==> src/cspk_pkg.sv <==
// ----------------------------------------------------------------------------
// cspk_pkg
// shared types and constants of the code and symbol bit packer
// ----------------------------------------------------------------------------
`default_nettype none

package cspk_pkg;

   // field widths of one input item
   localparam int CODE_W     = 16;
   localparam int CODE_BITS_W = 5;
   localparam int SYM_W      = 8;
   localparam int BYTE_W     = 8;

   // pending bits kept between items and the working window of one pair
   localparam int PEND_W     = BYTE_W - 1;
   localparam int PEND_CNT_W = $clog2(BYTE_W);
   localparam int ACC_W      = PEND_W + CODE_W + SYM_W;
   localparam int TOTAL_W    = $clog2(ACC_W + 1);

   // most bytes one pair can complete, and the byte counter width
   localparam int NBYTE_MAX  = ACC_W / BYTE_W;
   localparam int NBYTE_W    = TOTAL_W - PEND_CNT_W;
   localparam int RES_W      = NBYTE_MAX * BYTE_W;

   // stream word layout
   localparam int REQ_FIELDS_W = CODE_W + CODE_BITS_W + SYM_W;
   localparam int REQ_DATA_W   = ((REQ_FIELDS_W + 7) / 8) * 8;

   typedef enum logic {
      CMD_PAIR  = 1'b0,
      CMD_FLUSH = 1'b1
   } cmd_type;

   typedef struct packed {
      logic [PEND_W-1:0]     bits;
      logic [PEND_CNT_W-1:0] count;
   } pend_type;

   typedef struct packed {
      logic [RES_W-1:0]   data;
      logic [NBYTE_W-1:0] nbytes;
   } res_type;

endpackage

`default_nettype wire

==> src/code_symbol_bit_packer_core.sv <==
// ----------------------------------------------------------------------------
// code_symbol_bit_packer_core
// lsb-first packer of code and symbol pairs into a byte stream
// ----------------------------------------------------------------------------
//
// channel  dir  tdata (low bit up)                        tuser / tlast
// req_     in   code[15:0] code_bits[20:16] symbol[28:21] tuser: command
// rsp_     out  out_byte[7:0]                             tlast: last_of_run
//
// a word taken on req_ waits in the input register, then is packed
// combinationally into the result register, which sends out one byte a
// cycle while rsp_ is ready; a pair yields one to three bytes, so intake is
// paced by the one-byte result port. a flush sends the partial byte padded
// with zeros, or nothing if no bits are pending.
// reset is synchronous; it empties both registers and clears pending bits.
// a stall on rsp_ holds the result register and then the input register;
// the next word is taken in the same cycle the last byte of a run leaves.
// ----------------------------------------------------------------------------
`default_nettype none

module code_symbol_bit_packer_core (
   input  logic                                clock,
   input  logic                                reset,
   input  logic                                req_tvalid,
   output logic                                req_tready,
   // code[15:0], code_bits[20:16], symbol[28:21], zero pad[31:29]
   input  logic [cspk_pkg::REQ_DATA_W-1:0]     req_tdata,
   // command: 0 pair, 1 flush
   input  logic                                req_tuser,
   output logic                                rsp_tvalid,
   input  logic                                rsp_tready,
   // out_byte[7:0]
   output logic [cspk_pkg::BYTE_W-1:0]         rsp_tdata,
   output logic                                rsp_tlast
);

   // input register
   logic                                  in_valid_ff;
   logic                                  in_valid_in;
   cspk_pkg::cmd_type                     in_cmd_ff;
   logic [cspk_pkg::CODE_W-1:0]           in_code_ff;
   logic [cspk_pkg::CODE_BITS_W-1:0]      in_cb_ff;
   logic [cspk_pkg::SYM_W-1:0]            in_sym_ff;

   // pending bits carried between items
   cspk_pkg::pend_type                    pend_ff;
   cspk_pkg::pend_type                    pend_in;
   cspk_pkg::pend_type                    pend_next;

   cspk_pkg::res_type                     res;
   logic                                  can_load;
   logic                                  adv;
   logic                                  take;

   // word moves from input register to result register
   assign adv        = in_valid_ff && can_load;
   assign req_tready = !in_valid_ff || adv;
   assign take       = req_tvalid && req_tready;

   assign in_valid_in = take || (in_valid_ff && !adv);
   assign pend_in     = adv ? pend_next : pend_ff;

   always_ff @(posedge clock) begin
      if (reset) begin
         in_valid_ff <= 1'b0;
         pend_ff     <= '0;
      end else begin
         in_valid_ff <= in_valid_in;
         pend_ff     <= pend_in;
      end
      if (take) begin
         in_cmd_ff  <= cspk_pkg::cmd_type'(req_tuser);
         in_code_ff <= req_tdata[cspk_pkg::CODE_W-1:0];
         in_cb_ff   <= req_tdata[cspk_pkg::CODE_W +: cspk_pkg::CODE_BITS_W];
         in_sym_ff  <= req_tdata[cspk_pkg::CODE_W + cspk_pkg::CODE_BITS_W +:
                                 cspk_pkg::SYM_W];
      end
   end

   // merge pending, code and symbol bits
   cspk_pack u_pack (
      .cmd       (in_cmd_ff),
      .code      (in_code_ff),
      .code_bits (in_cb_ff),
      .symbol    (in_sym_ff),
      .pend      (pend_ff),
      .res       (res),
      .pend_next (pend_next)
   );

   // byte serializer on the result side
   cspk_out_buf u_out_buf (
      .clock      (clock),
      .reset      (reset),
      .load       (adv),
      .res        (res),
      .can_load   (can_load),
      .rsp_tvalid (rsp_tvalid),
      .rsp_tready (rsp_tready),
      .rsp_tdata  (rsp_tdata),
      .rsp_tlast  (rsp_tlast)
   );

   // pending bits above the pending count are always zero
   a_pend_clean: assert property (@(posedge clock) disable iff (reset)
      (pend_ff.bits >> pend_ff.count) == '0)
      else $error("pending bits set above pending count");

   // a flush leaves nothing pending
   a_flush_clears: assert property (@(posedge clock) disable iff (reset)
      adv && (in_cmd_ff == cspk_pkg::CMD_FLUSH) |=> pend_ff.count == '0)
      else $error("flush did not clear pending bits");

   // a pair always completes at least one byte
   a_pair_emits: assert property (@(posedge clock) disable iff (reset)
      adv && (in_cmd_ff == cspk_pkg::CMD_PAIR) |-> res.nbytes != '0)
      else $error("pair produced no byte");

   // a byte that is not the last of its run is followed by another
   a_run_continues: assert property (@(posedge clock) disable iff (reset)
      rsp_tvalid && rsp_tready && !rsp_tlast |=> rsp_tvalid)
      else $error("run ended without last marker");

endmodule

`default_nettype wire

==> src/cspk_pack.sv <==
// ----------------------------------------------------------------------------
// cspk_pack
// combinational packer: merges pending bits, code and symbol into bytes
// ----------------------------------------------------------------------------
`default_nettype none

module cspk_pack (
   input  cspk_pkg::cmd_type                    cmd,
   input  logic [cspk_pkg::CODE_W-1:0]          code,
   input  logic [cspk_pkg::CODE_BITS_W-1:0]     code_bits,
   input  logic [cspk_pkg::SYM_W-1:0]           symbol,
   input  cspk_pkg::pend_type                   pend,
   output cspk_pkg::res_type                    res,
   output cspk_pkg::pend_type                   pend_next
);

   logic [cspk_pkg::CODE_BITS_W-1:0] cb;
   logic [cspk_pkg::CODE_W-1:0]      code_mask;
   logic [cspk_pkg::CODE_W-1:0]      code_m;
   logic [cspk_pkg::ACC_W-1:0]       acc;
   logic [cspk_pkg::ACC_W-1:0]       rest;
   logic [cspk_pkg::TOTAL_W-1:0]     total;
   logic [cspk_pkg::TOTAL_W-1:0]     sym_pos;

   // zero length packs one bit, overlong saturates to the code width
   always_comb begin
      priority if (code_bits == '0) begin
         cb = cspk_pkg::CODE_BITS_W'(1);
      end else if (code_bits > cspk_pkg::CODE_BITS_W'(cspk_pkg::CODE_W)) begin
         cb = cspk_pkg::CODE_BITS_W'(cspk_pkg::CODE_W);
      end else begin
         cb = code_bits;
      end
   end

   assign code_mask = ~({cspk_pkg::CODE_W{1'b1}} << cb);
   assign code_m    = code & code_mask;
   assign sym_pos   = cspk_pkg::TOTAL_W'(pend.count) + cspk_pkg::TOTAL_W'(cb);
   assign total     = sym_pos + cspk_pkg::TOTAL_W'(cspk_pkg::SYM_W);

   assign acc = cspk_pkg::ACC_W'(pend.bits)
              | (cspk_pkg::ACC_W'(code_m) << pend.count)
              | (cspk_pkg::ACC_W'(symbol) << sym_pos);

   // drop the completed bytes, keep the leftover bits
   assign rest = acc >> {total[cspk_pkg::TOTAL_W-1:cspk_pkg::PEND_CNT_W],
                         cspk_pkg::PEND_CNT_W'(0)};

   always_comb begin
      unique case (cmd)
         cspk_pkg::CMD_FLUSH: begin
            res.data       = cspk_pkg::RES_W'(pend.bits);
            res.nbytes     = (pend.count != '0) ? cspk_pkg::NBYTE_W'(1) : '0;
            pend_next      = '0;
         end
         cspk_pkg::CMD_PAIR: begin
            res.data       = acc[cspk_pkg::RES_W-1:0];
            res.nbytes     = total[cspk_pkg::TOTAL_W-1:cspk_pkg::PEND_CNT_W];
            pend_next.bits = rest[cspk_pkg::PEND_W-1:0];
            pend_next.count = total[cspk_pkg::PEND_CNT_W-1:0];
         end
         default: begin
            res       = '0;
            pend_next = pend;
         end
      endcase
   end

endmodule

`default_nettype wire

==> src/cspk_out_buf.sv <==
// ----------------------------------------------------------------------------
// cspk_out_buf
// result register: holds up to three bytes and, while rsp_tready is high, hands them out one a cycle
// ----------------------------------------------------------------------------
`default_nettype none

module cspk_out_buf (
   input  logic                               clock,
   input  logic                               reset,
   input  logic                               load,
   input  cspk_pkg::res_type                  res,
   output logic                               can_load,
   output logic                               rsp_tvalid,
   input  logic                               rsp_tready,
   output logic [cspk_pkg::BYTE_W-1:0]        rsp_tdata,
   output logic                               rsp_tlast
);

   logic [cspk_pkg::RES_W-1:0]   data_ff;
   logic [cspk_pkg::RES_W-1:0]   data_in;
   logic [cspk_pkg::NBYTE_W-1:0] left_ff;
   logic [cspk_pkg::NBYTE_W-1:0] left_in;
   logic                         drain;

   assign drain    = rsp_tvalid && rsp_tready;
   assign can_load = (left_ff == '0)
                  || ((left_ff == cspk_pkg::NBYTE_W'(1)) && rsp_tready);

   always_comb begin
      priority if (load) begin
         data_in = res.data;
         left_in = res.nbytes;
      end else if (drain) begin
         data_in = data_ff >> cspk_pkg::BYTE_W;
         left_in = left_ff - cspk_pkg::NBYTE_W'(1);
      end else begin
         data_in = data_ff;
         left_in = left_ff;
      end
   end

   always_ff @(posedge clock) begin
      if (reset) begin
         left_ff <= '0;
      end else begin
         left_ff <= left_in;
      end
      data_ff <= data_in;
   end

   assign rsp_tvalid = (left_ff != '0);
   assign rsp_tdata  = data_ff[cspk_pkg::BYTE_W-1:0];
   assign rsp_tlast  = (left_ff == cspk_pkg::NBYTE_W'(1));

endmodule

`default_nettype wire

==> config.mk <==
export PLATFORM = sky130hd
export DESIGN_NAME = code_symbol_bit_packer_core
export DESIGN_NICKNAME = d
export VERILOG_FILES = /design/src/cspk_pkg.sv /design/src/code_symbol_bit_packer_core.sv /design/src/cspk_pack.sv /design/src/cspk_out_buf.sv
export SDC_FILE = /design/constraint.sdc
export NUM_CORES = 1
export LEC_CHECK = 0
export CAP_MARGIN = 25
export CORE_MARGIN = 2
export CORE_UTILIZATION = 40
export CTS_CLUSTER_DIAMETER = 120
export DETAILED_ROUTE_END_ITERATION = 10
export DONT_BUFFER_PORTS = 1
export PLACE_DENSITY = 0.62
export SYNTH_ARGS = -nofsm -noshare
export SYNTH_HDL_FRONTEND = slang
export SYNTH_SLANG_ARGS = --single-unit
==> constraint.sdc <==
create_clock -name clock -period 6.75 [get_ports clock]
set_input_delay 0.3375 -clock clock [delete_from_list [all_inputs] [get_ports clock]]
set_output_delay 0.3375 -clock clock [all_outputs]
set_load 0.01 [all_outputs]
==> results of run 1 <==
[critical path, cell delays in order, from the launching register on]
cell and delay, ns:
edfxtp_1 0.77, nor3_1 0.11, nor2_1 0.11, nor2_1 0.05
ha_1 0.23, fa_1 0.46, xor2_1 0.75, nand2_1 0.37
o311a_1 0.25, a2111oi_0 0.46, a211o_1 0.16
[metal layers]
layer	vias to the layer above	part of all wire [%]	routed length, um	GRT usage [%]
met1	1824	45	5700	29.5
li1	1787	-	-	-
met4	0	3.7	459	11.0
met3	32	6.9	866	4.05
met2	184	44	5520	29.8
met5	-	0	0	0
[cells by family after synthesis]
family / after synthesis
DFF: 67
xor gates and xnor gates: 4
adders and majority gates: 6
and+or+nand+nor: 136
AOI/OAI and AO/OA: 179
muxes: 28
buffers and inverters: 57
[metrics by stage]
step	std cells	hold slack [ns]
3_3_place_gp	585	0.410
3_5_place_dp	585	0.413
5_1_grt	601	0.0576
2_1_floorplan	477	0.436
4_1_cts	601	0.0495
6_report	601	0.0656
[report_power, final]
group          switching [mW]  internal [mW]
Sequential             0.0384          0.526
Clock                   0.166          0.305
Combinational           0.220          0.121
Total                   0.424          0.952
[how the worst max path moves through the flow]
| stage | end | slack, ns | cells past startpoint |
|---|---|---|---|
| 6_report | pend_ff[6]$_SDFFE_PP0P_ | 2.97 | 10 |
| 3_5_place_dp | u_out_buf.data_ff[6]$_DFFE_PP_ | 3.05 | 10 |
| 2_1_floorplan | u_out_buf.data_ff[12]$_DFFE_PP_ | 3.70 | 12 |
| 5_1_grt | pend_ff[6]$_SDFFE_PP0P_ | 2.57 | 10 |
| 4_1_cts | u_out_buf.data_ff[6]$_DFFE_PP_ | 3.03 | 10 |
| 3_3_place_gp | u_out_buf.data_ff[6]$_DFFE_PP_ | 3.07 | 10 |
[sequential cells by signal, summed over array words and instances (netlist names)]
signal / flops
in_sym_ff: 8
in_valid_ff: 1
u_out_buf.data_ff: 24
in_code_ff: 16
in_cb_ff: 5
u_out_buf.left_ff: 2
pend_ff: 10
in_cmd_ff: 1
[synthesized netlist by cell type, types with 6 or more instances]
cell type / number
mux2i_1: 14
nor3_1: 11
a21o_1: 12
buf_4: 12
nand2_1: 40
mux4_2: 6
o211ai_1: 10
clkbuf_1: 14
buf_2: 14
and2_1: 8
dfxtp_1: 13
and3_1: 6
nand3_1: 9
mux2_2: 8
a22oi_1: 7
nor2_1: 36
o21ai_0: 18
o21ai_1: 8
edfxtp_1: 54
nand2b_1: 7
a211oi_1: 12
a31oi_1: 6
a21oi_1: 36
inv_1: 12
[cell type report]
| cell class | count | area (um2) |
|---|---|---|
| Clock buffer | 14 | 264 |
| Clock inverter | 2 | 35.0 |
| Fill cell | 1086 | 6430 |
| Inverter | 15 | 56.3 |
| Multi-Input combinational cell | 353 | 2420 |
| Sequential cell | 67 | 1880 |
| Tap cell | 143 | 179 |
| Timing Repair Buffer | 7 | 52.6 |
[cells in the final DEF (no fill, tap or decap), types with 5 or more instances in the layout]
master     instances
o31ai_1            5
inv_1             12
nor2_1            36
and2_1             8
mux2i_1           14
o21ai_0           18
buf_4              7
nand2b_1           7
o21a_1             5
nand2_1           40
nor3_1            11
o22ai_1            5
dfxtp_1           13
mux4_2             6
edfxtp_1          54
and3_1             6
mux2_2             8
a21oi_1           36
a22oi_1            7
o211ai_1          10
ha_1               5
o21ai_1            8
a211o_1            5
clkbuf_16          9
a21o_1            12
a31oi_1            6
nand3_1            9
a211oi_1          12
==> metrics.md, run 1 <==
| Metric | Value |
|---|---|
| Diodes inserted | 0 |
| Slew Limit Headroom | 38.4% |
| Synth Flop Type | edfxtp_1 |
| Initial antenna violation count | 0 |
| Setup slack, reg-to-reg | 2.97 ns |
| Clock latency on the worst-skew pair | 0.34 ns |
| Synthesized cell area | 0.00459 mm2 |
| Synth warn | 0 |
| Root Driver | clkbuf_16 |
| Post-Syn Area per Cell | 9.63 um2 |
| Height of the die | 111 um |
| Static leakage | 1.76 nW |
| Top cells by area, synth | edfxtp_1 35%, dfxtp_1 5.7%, a21oi_1 3.9%, nand2_1 3.3%, mux2i_1 3.1% |
| Antenna-violating nets left | 0 |
| Peak supply drop | 0.175 mV |
| Post-Route WL | 12.5 mm |
| Ports | 48 |
| Layout Nets | 496 |
| Mapped Cells | 477 |
| Worst-path clk slew | 0.05 ns |
| Total Power | 1.38 mW |
| Largest net degree at the start of global routing | 35 |
| H-tree depth | 3 |
| Full die area | 0.0124 mm2 |
| CTS tree | done |
| Hold Crit Class | input port to flip-flop |
| Reg2reg end | pend_ff[6]$_SDFFE_PP0P_ |
| Die width | 111 um |
| Overall routing resource usage | 20.7% |
| Starting Density | 40.6% |
| IO Port Bufs | 0 |
| Via count | 3827 |
| Share of async-settable or async-resettable flops after synthesis | 0% |
| RSZ-0062 raised after global routing | no |
| Hold path depth | 1 |
| Syn Nets | 520 |
| Final hold violations | 0 |
| Hold-fix buffers, CTS | 0 |
| Pwr/cell area | 282 mW/mm2 |
| Routability cong. | 0.975 |
| Core ar. | 0.0113 mm2 |
| Sequential element share of the synthesized area | 41.0% |
| CP Class | flip-flop to flip-flop |
| Fmax | 265 MHz |
| Post-CTS Setup Bufs | 0 |
| Number of flops mapped to enable cells by yosys | 54 |
| Vias in the first global route | 3466 |
| Post-synthesis xor/xnor area fraction | 0.763% |
| DRC | 0 |
| Iteration count of the initial detailed-routing pass | 5 |
| Critical Path End Type | flip-flop |
| Clk buf depth | 2 |
| WP data required | 7.04 ns |
| Depth of the most critical reg-to-reg path | 10 |
| Compound-Gate Fraction of Synth Area | 28.0% |
| Setup WS post-layout | 2.97 ns |
| Setup TNS | 0 ns |
| Mux contribution to synthesized area | 7.95% |
| Vias per cell | 6.37 |
| Post-DP HPWL | 9.20 mm |
| Period Utilization, post-route | 56.0% |
| Grt ovf | 0 |
| Layout area overhead | 6.43% |
| HP Start | reset |
| Largest family of logic cells by synthesized area | compound AO/OA/AOI/OAI gates |
| CP Launch Type | flip-flop |
| DRT iter0 DRCs | 331 |
| Flops & latches, synth | 67 |
| Crit-path max FO | 19 |
| Post-synthesis simple-gate area fraction | 14.2% |
| Pre-CTS setup slack | 3.05 ns |
| Crit path time final | 3.78 ns |
| Placed Instance Area | 0.00459 mm2 |
| Post-Layout Inst Area | 0.00489 mm2 |
| Post-layout util | 43.2% |
| Fraction of layout cells with a size suffix above 1 | 12.0% |
| Synth cell types | 76 |
| Synth Area in Adders | 1.80% |
| Max-slew violations | 0 |
| Hold Path Sink | pend_ff[2]$_SDFFE_PP0P_ |
| Final Setup Violations | 0 |
| PostCTS Resize Cnt | 0 |
| Synth area leader | edfxtp_1 |
| Row Count | 39 |
| Tightest Pin Transition | 0.921 ns |
| Clk sinks | 67 |
| First-pass GRT wire length | 19.8 mm |
| CTS Buf Count | 9 |
| Worst clock skew | 0.00720 ns |
| Worst r2r src | in_cb_ff[2]$_DFFE_PP_ |
| Post-synth top area share | 35.3% |
| Critical Path Start | in_cb_ff[2]$_DFFE_PP_ |
| MaxCap Viol Count | 0 |
| Detailed-route wire length per cell | 20.9 um |
| CP Data Arrival Time | 4.06 ns |
| Status | finished, final reports clean |
(Power assumes the default switching activity.)
==> run 2: changes to the inputs <==
- clock period: 6.75 -> 3.7 ns (I/O delays scaled with it)
==> run 2 against run 1 <==
  * Sequential cell count is the same
  * Critical path type unchanged
  * Largest cell class unchanged
  * Sequential power rose by 81%
  * Cell area up 8.5%
  * Fmax grew 19%
==> metrics.md, run 2 (synthesis results as in run 1) <==
| Metric | Value |
|---|---|
| Iteration count of the initial detailed-routing pass | 5 (unchanged) |
| Detailed-route wire length per cell | 20.6 um (-1.4%) |
| Starting Density | 40.6% (unchanged) |
| Met3 routed WL | 916 um (+5.8%) |
| Height of the die | 111 um (unchanged) |
| Largest Register | u_out_buf.data_ff |
| Wire length on met1 | 5.97 mm (+4.7%) |
| Routability cong. | 1.01 (+3.5%) |
| Via count | 3940 (+3.0%) |
| Die width | 111 um (unchanged) |
| CP Launch Type | flip-flop |
| Setup TNS | 0 ns (unchanged) |
| Post-Layout Inst Area | 0.00531 mm2 (+8.5%) |
| IO Port Bufs | 0 (unchanged) |
| Row Count | 39 (unchanged) |
| Fill count | 1100 (+1.3%) |
| First-pass GRT wire length | 20.7 mm (+4.3%) |
| Clk buf depth | 2 (unchanged) |
| Layout area overhead | 15.5% |
| Full die area | 0.0124 mm2 (unchanged) |
| WP data required | 3.87 ns (-3.17 ns) |
| Core ar. | 0.0113 mm2 (unchanged) |
| Vias in the first global route | 3762 (+8.5%) |
| Diodes inserted | 0 (unchanged) |
| Peak supply drop | 0.314 mV (+79%) |
| DR top layer | met4 |
| Critical Path End Type | flip-flop |
| Fraction of layout cells with a size suffix above 1 | 13.2% (+1.2 points) |
| DRT iter0 DRCs | 306 (-7.6%) |
| Largest regs | u_out_buf.data_ff x24, in_code_ff x16, pend_ff x10 |
| Crit path time final | 3.18 ns (-0.601 ns) |
| Max-slew violations | 0 (unchanged) |
| MaxCap Viol Count | 0 (unchanged) |
| Clock latency on the worst-skew pair | 0.35 ns (about the same) |
| Placed Instance Area | 0.00466 mm2 (+1.6%) |
| Final hold violations | 0 (unchanged) |
| Worst-path clk slew | 0.06 ns (about the same) |
| Metal2 WL | 5.88 mm (+6.6%) |
| CTS tree | done |
| Crit-path max FO | 13 (-6) |
| Initial antenna violation count | 0 (unchanged) |
| DRC | 0 (unchanged) |
| Hold Crit Class | input port to flip-flop |
| PostCTS Resize Cnt | 0 (unchanged) |
| CP Class | flip-flop to flip-flop |
| CTS Buf Count | 9 (unchanged) |
| Largest net degree at the start of global routing | 34 (-2.9%) |
| Post-Route WL | 13.2 mm (+5.5%) |
| Register area | 0.00188 mm2 (unchanged) |
| Clk sinks | 67 (unchanged) |
| Static leakage | 1.94 nW (+11%) |
| RSZ-0062 raised after global routing | no |
| Commonest non-fill, non-tap cell in the layout | edfxtp_1 |
| Worst clock skew | 0.00794 ns (+0.000743 ns) |
| Antenna-violating nets left | 0 (unchanged) |
| Period Utilization, post-route | 85.9% (+30 points) |
| Post-CTS Setup Bufs | 0 (unchanged) |
| Grt ovf | 0 (unchanged) |
| Overall routing resource usage | 21.8% (+1.1 points) |
| Tightest Pin Transition | 0.923 ns (+0.00176 ns) |
| Hold-fix buffers, CTS | 32 (+32) |
| Pwr/cell area | 496 mW/mm2 (+76%) |
| Max FFs per register | 24 (unchanged) |
| Ports | 48 (unchanged) |
| WHS | 0.135 ns (+0.0689 ns) |
| Vias per cell | 6.13 (-3.8%) |
| Post-DP HPWL | 9.54 mm (+3.7%) |
| Final Setup Violations | 0 (unchanged) |
| Total Power | 2.63 mW (+91%) |
| Fmax | 315 MHz (+19%) |
| Commonest cells after routing, fill and taps aside | 54 x edfxtp_1, 40 x nand2_1, 36 x nor2_1, 36 x a21oi_1, 32 x dlygate4sd3_1 |
| Multi-input logic area | 0.00242 mm2 (unchanged) |
| Slew Limit Headroom | 38.2% (-0.12 points) |
| Root Driver | clkbuf_16 |
| Status | finished, final reports clean |
| H-tree depth | 3 (unchanged) |
| Layout Nets | 538 (+8.5%) |
| CP Data Arrival Time | 3.35 ns (-0.71 ns) |
## run 2: final cells by class
cell class	count	share of cell area, %
Sequential cell	67	35.5
Timing Repair Buffer	49	8.44
Clock inverter	4	1.41
Inverter	15	1.06
Multi-Input combinational cell	353	45.6
Tap cell	143	3.37
Clock buffer	12	4.65
## run 2: worst paths after layout
kind         slack (ns)               startpoint  cells past startpoint                             end
max                0.52    in_cb_ff[4]$_DFFE_PP_                      9  u_out_buf.data_ff[6]$_DFFE_PP_
min                0.13                    reset                      2         pend_ff[6]$_SDFFE_PP0P_
max reg2reg        0.52    in_cb_ff[4]$_DFFE_PP_                      9  u_out_buf.data_ff[6]$_DFFE_PP_
min reg2reg        0.47  pend_ff[8]$_SDFFE_PP0P_                      2         pend_ff[8]$_SDFFE_PP0P_
## run 2: per-layer routing
layer / GRT usage (%) / vias up
met5: 0 / -
met4: 11.3 / 0
met3: 4.43 / 34
met2: 33.0 / 180
met1: 29.5 / 1857
li1: - / 1869
## run 2: per-stage QoR
step	worst slack [ns]	std cells	util (%)
after floorplan	0.646	477	-
after global placement	0.627	595	41.2
after detailed placement	0.617	595	41.2
after CTS	0.594	643	46.9
after global routing	0.297	643	46.9
final	0.522	643	46.9
## run 2: power breakdown
part / internal (mW) / switching, mW / total [mW]
clock network: 0.608 / 0.324 / 0.932
logic: 0.256 / 0.424 / 0.680
registers: 0.958 / 0.0600 / 1.02
total: 1.82 / 0.808 / 2.63
## run 2: critical path, cell delays in order, from the launching register on
cell	delay [ns]
edfxtp_1	0.57
nor2_1	0.10
ha_1	0.23
fa_1	0.65
buf_4	0.23
mux2i_1	0.39
mux2i_1	0.21
o221ai_1	0.21
a21oi_1	0.13
o31ai_1	0.29
==> run 3: changes to the inputs <==
- CORE_ASPECT_RATIO: not set -> 1.4
==> run 3 against run 2 <==
  * First-iteration DRC count is 29% higher
  * Clock power down 6.4%
  * Combinational power about the same
  * Sequential share of layout area up 0.11 points
  * Clock skew increased by 0.00074 ns
  * Register-to-register slack improved by 0.14 ns
  * Non-clock buffer count grew 1
  * Power fell by 2.2%
  * Worst hold slack worse by 0.0041 ns
  * Fmax up 4.7%
==> metrics.md, run 3 (synthesis results as in run 1) <==
| Metric | Value |
|---|---|
| Die width | 94.6 um (-15%) |
| DRC | 0 (unchanged) |
| Period Utilization, post-route | 82.0% (-3.9 points) |
| Antenna-violating nets left | 0 (unchanged) |
| Grt ovf | 0 (unchanged) |
| Post-CTS Setup Bufs | 0 (unchanged) |
| Pwr/cell area | 486 mW/mm2 (-1.9%) |
| Slew Limit Headroom | 38.5% (+0.28 points) |
| Ports | 48 (unchanged) |
| Hold Crit Class | input port to flip-flop |
| Full die area | 0.0124 mm2 (about the same) |
| Layout area overhead | 15.2% |
| Largest Register | u_out_buf.data_ff |
| Overall routing resource usage | 22.7% (+0.93 points) |
| DRT iter0 DRCs | 396 (+29%) |
| Max-slew violations | 0 (unchanged) |
| CP Class | flip-flop to flip-flop |
| Commonest cells after routing, fill and taps aside | 54 x edfxtp_1, 40 x nand2_1, 36 x nor2_1, 36 x a21oi_1, 32 x dlygate4sd3_1 |
| Commonest non-fill, non-tap cell in the layout | edfxtp_1 |
| Setup TNS | 0 ns (unchanged) |
| Max FFs per register | 24 (unchanged) |
| IO Port Bufs | 0 (unchanged) |
| Clk sinks | 67 (unchanged) |
| RSZ-0062 raised after global routing | no |
| First-pass GRT wire length | 21.1 mm (+1.7%) |
| H-tree depth | 3 (unchanged) |
| Height of the die | 131 um (+18%) |
| Row Count | 46 (+18%) |
| Layout Nets | 539 (+0.19%) |
| Clock latency on the worst-skew pair | 0.35 ns (about the same) |
| Vias in the first global route | 3816 (+1.4%) |
| Worst-path clk slew | 0.06 ns (about the same) |
| Final hold violations | 0 (unchanged) |
| CTS Buf Count | 9 (unchanged) |
| Placed insts | 597 (+0.34%) |
| Post-DP HPWL | 9.85 mm (+3.3%) |
| Tightest Pin Transition | 0.921 ns (-0.00174 ns) |
| Worst clock skew | 0.00868 ns (+0.000743 ns) |
| Fraction of layout cells with a size suffix above 1 | 13.4% (+0.17 points) |
| CP Launch Type | flip-flop |
| Static leakage | 1.94 nW (-0.19%) |
| MaxCap Viol Count | 0 (unchanged) |
| Initial antenna violation count | 0 (unchanged) |
| Largest regs | u_out_buf.data_ff x24, in_code_ff x16, pend_ff x10 |
| Post-Layout Cell Count | 645 (+0.31%) |
| Fmax | 330 MHz (+4.7%) |
| CTS tree | done |
| Via count | 3968 (+0.71%) |
| Core ar. | 0.0113 mm2 (-0.35%) |
| Final Setup Violations | 0 (unchanged) |
| Iteration count of the initial detailed-routing pass | 5 (unchanged) |
| Status | finished, final reports clean |
| Total Power | 2.57 mW (-2.2%) |
| WP data required | 3.79 ns (-0.08 ns) |
| Routability cong. | 0.937 (-7.2%) |
| Diodes inserted | 0 (unchanged) |
| PostCTS Resize Cnt | 0 (unchanged) |
| CP Data Arrival Time | 3.12 ns (-0.23 ns) |
| Vias per cell | 6.15 (+0.40%) |
| Crit path time final | 3.03 ns (-0.144 ns) |
| Starting Density | 40.7% (+0.14 points) |
| Largest net degree at the start of global routing | 34 (unchanged) |
| Peak supply drop | 0.293 mV (-6.7%) |
| Post-Route WL | 13.4 mm (+1.2%) |
| Clk buf depth | 2 (unchanged) |
| Root Driver | clkbuf_16 |
| Critical Path End Type | flip-flop |
| Crit-path max FO | 13 (unchanged) |
| Detailed-route wire length per cell | 20.8 um (+0.86%) |
==> run 3: final cells by class <==
class	instances	area [um2]
flip-flops and latches	67	1880
clock inverters	4	50.0
well taps	144	180
inverters	15	56.3
clock buffers	12	246
fillers	1093	5990
repair buffers	50	455
multi-input cells	353	2420
==> run 3: worst paths after layout <==
path,start,endpoint,slack (ns),cells after the start
worst max register to register,in_cb_ff[3]$_DFFE_PP_,u_out_buf.data_ff[6]$_DFFE_PP_,0.67,11
worst max-delay path,in_cb_ff[3]$_DFFE_PP_,u_out_buf.data_ff[6]$_DFFE_PP_,0.67,11
worst min register to register,pend_ff[8]$_SDFFE_PP0P_,pend_ff[8]$_SDFFE_PP0P_,0.47,2
worst min-delay path,reset,pend_ff[6]$_SDFFE_PP0P_,0.13,2
==> run 3: routing by layer <==
layer / track usage (%) / wire length [um] / vias to the layer above
li1: - / - / 1870
met1: 26.1 / 5430 / 1886
met2: 38.9 / 6600 / 158
met3: 5.22 / 651 / 54
met4: 12.8 / 705 / 0
met5: 0 / 0 / -
==> run 3: repair_timing <==
action                                  in CTS  in global routing
endpoints found under the setup margin       0                  0
endpoints found under the hold margin       37                  0
hold buffers                                32                  0
==> run 3: through the flow <==
stage	util, %	instance area [um2]	hold slack [ns]	setup slack [ns]
floorplan	-	4590	0.284	0.646
global placement	41.4	4670	0.258	0.729
CTS	46.9	5290	0.134	0.695
detailed placement	41.4	4670	0.261	0.725
finish	46.9	5290	0.130	0.666
global route	46.9	5290	0.148	0.501
==> run 3: report_power, final <==
group | total (mW) | switching (mW) | internal [mW]
logic | 0.683 | 0.425 | 0.257
clock network | 0.872 | 0.333 | 0.539
registers | 1.02 | 0.0592 | 0.958
total | 2.57 | 0.818 | 1.75
==> run 3: critical path: stages (launching register included) <==
cell	delay (ns)
edfxtp_1	0.38
nor3_1	0.20
nor2_1	0.06
nor2_1	0.09
ha_1	0.21
fa_1	0.45
buf_4	0.20
mux2i_1	0.14
mux2i_1	0.47
o221ai_1	0.17
a21oi_1	0.27
o31ai_1	0.13
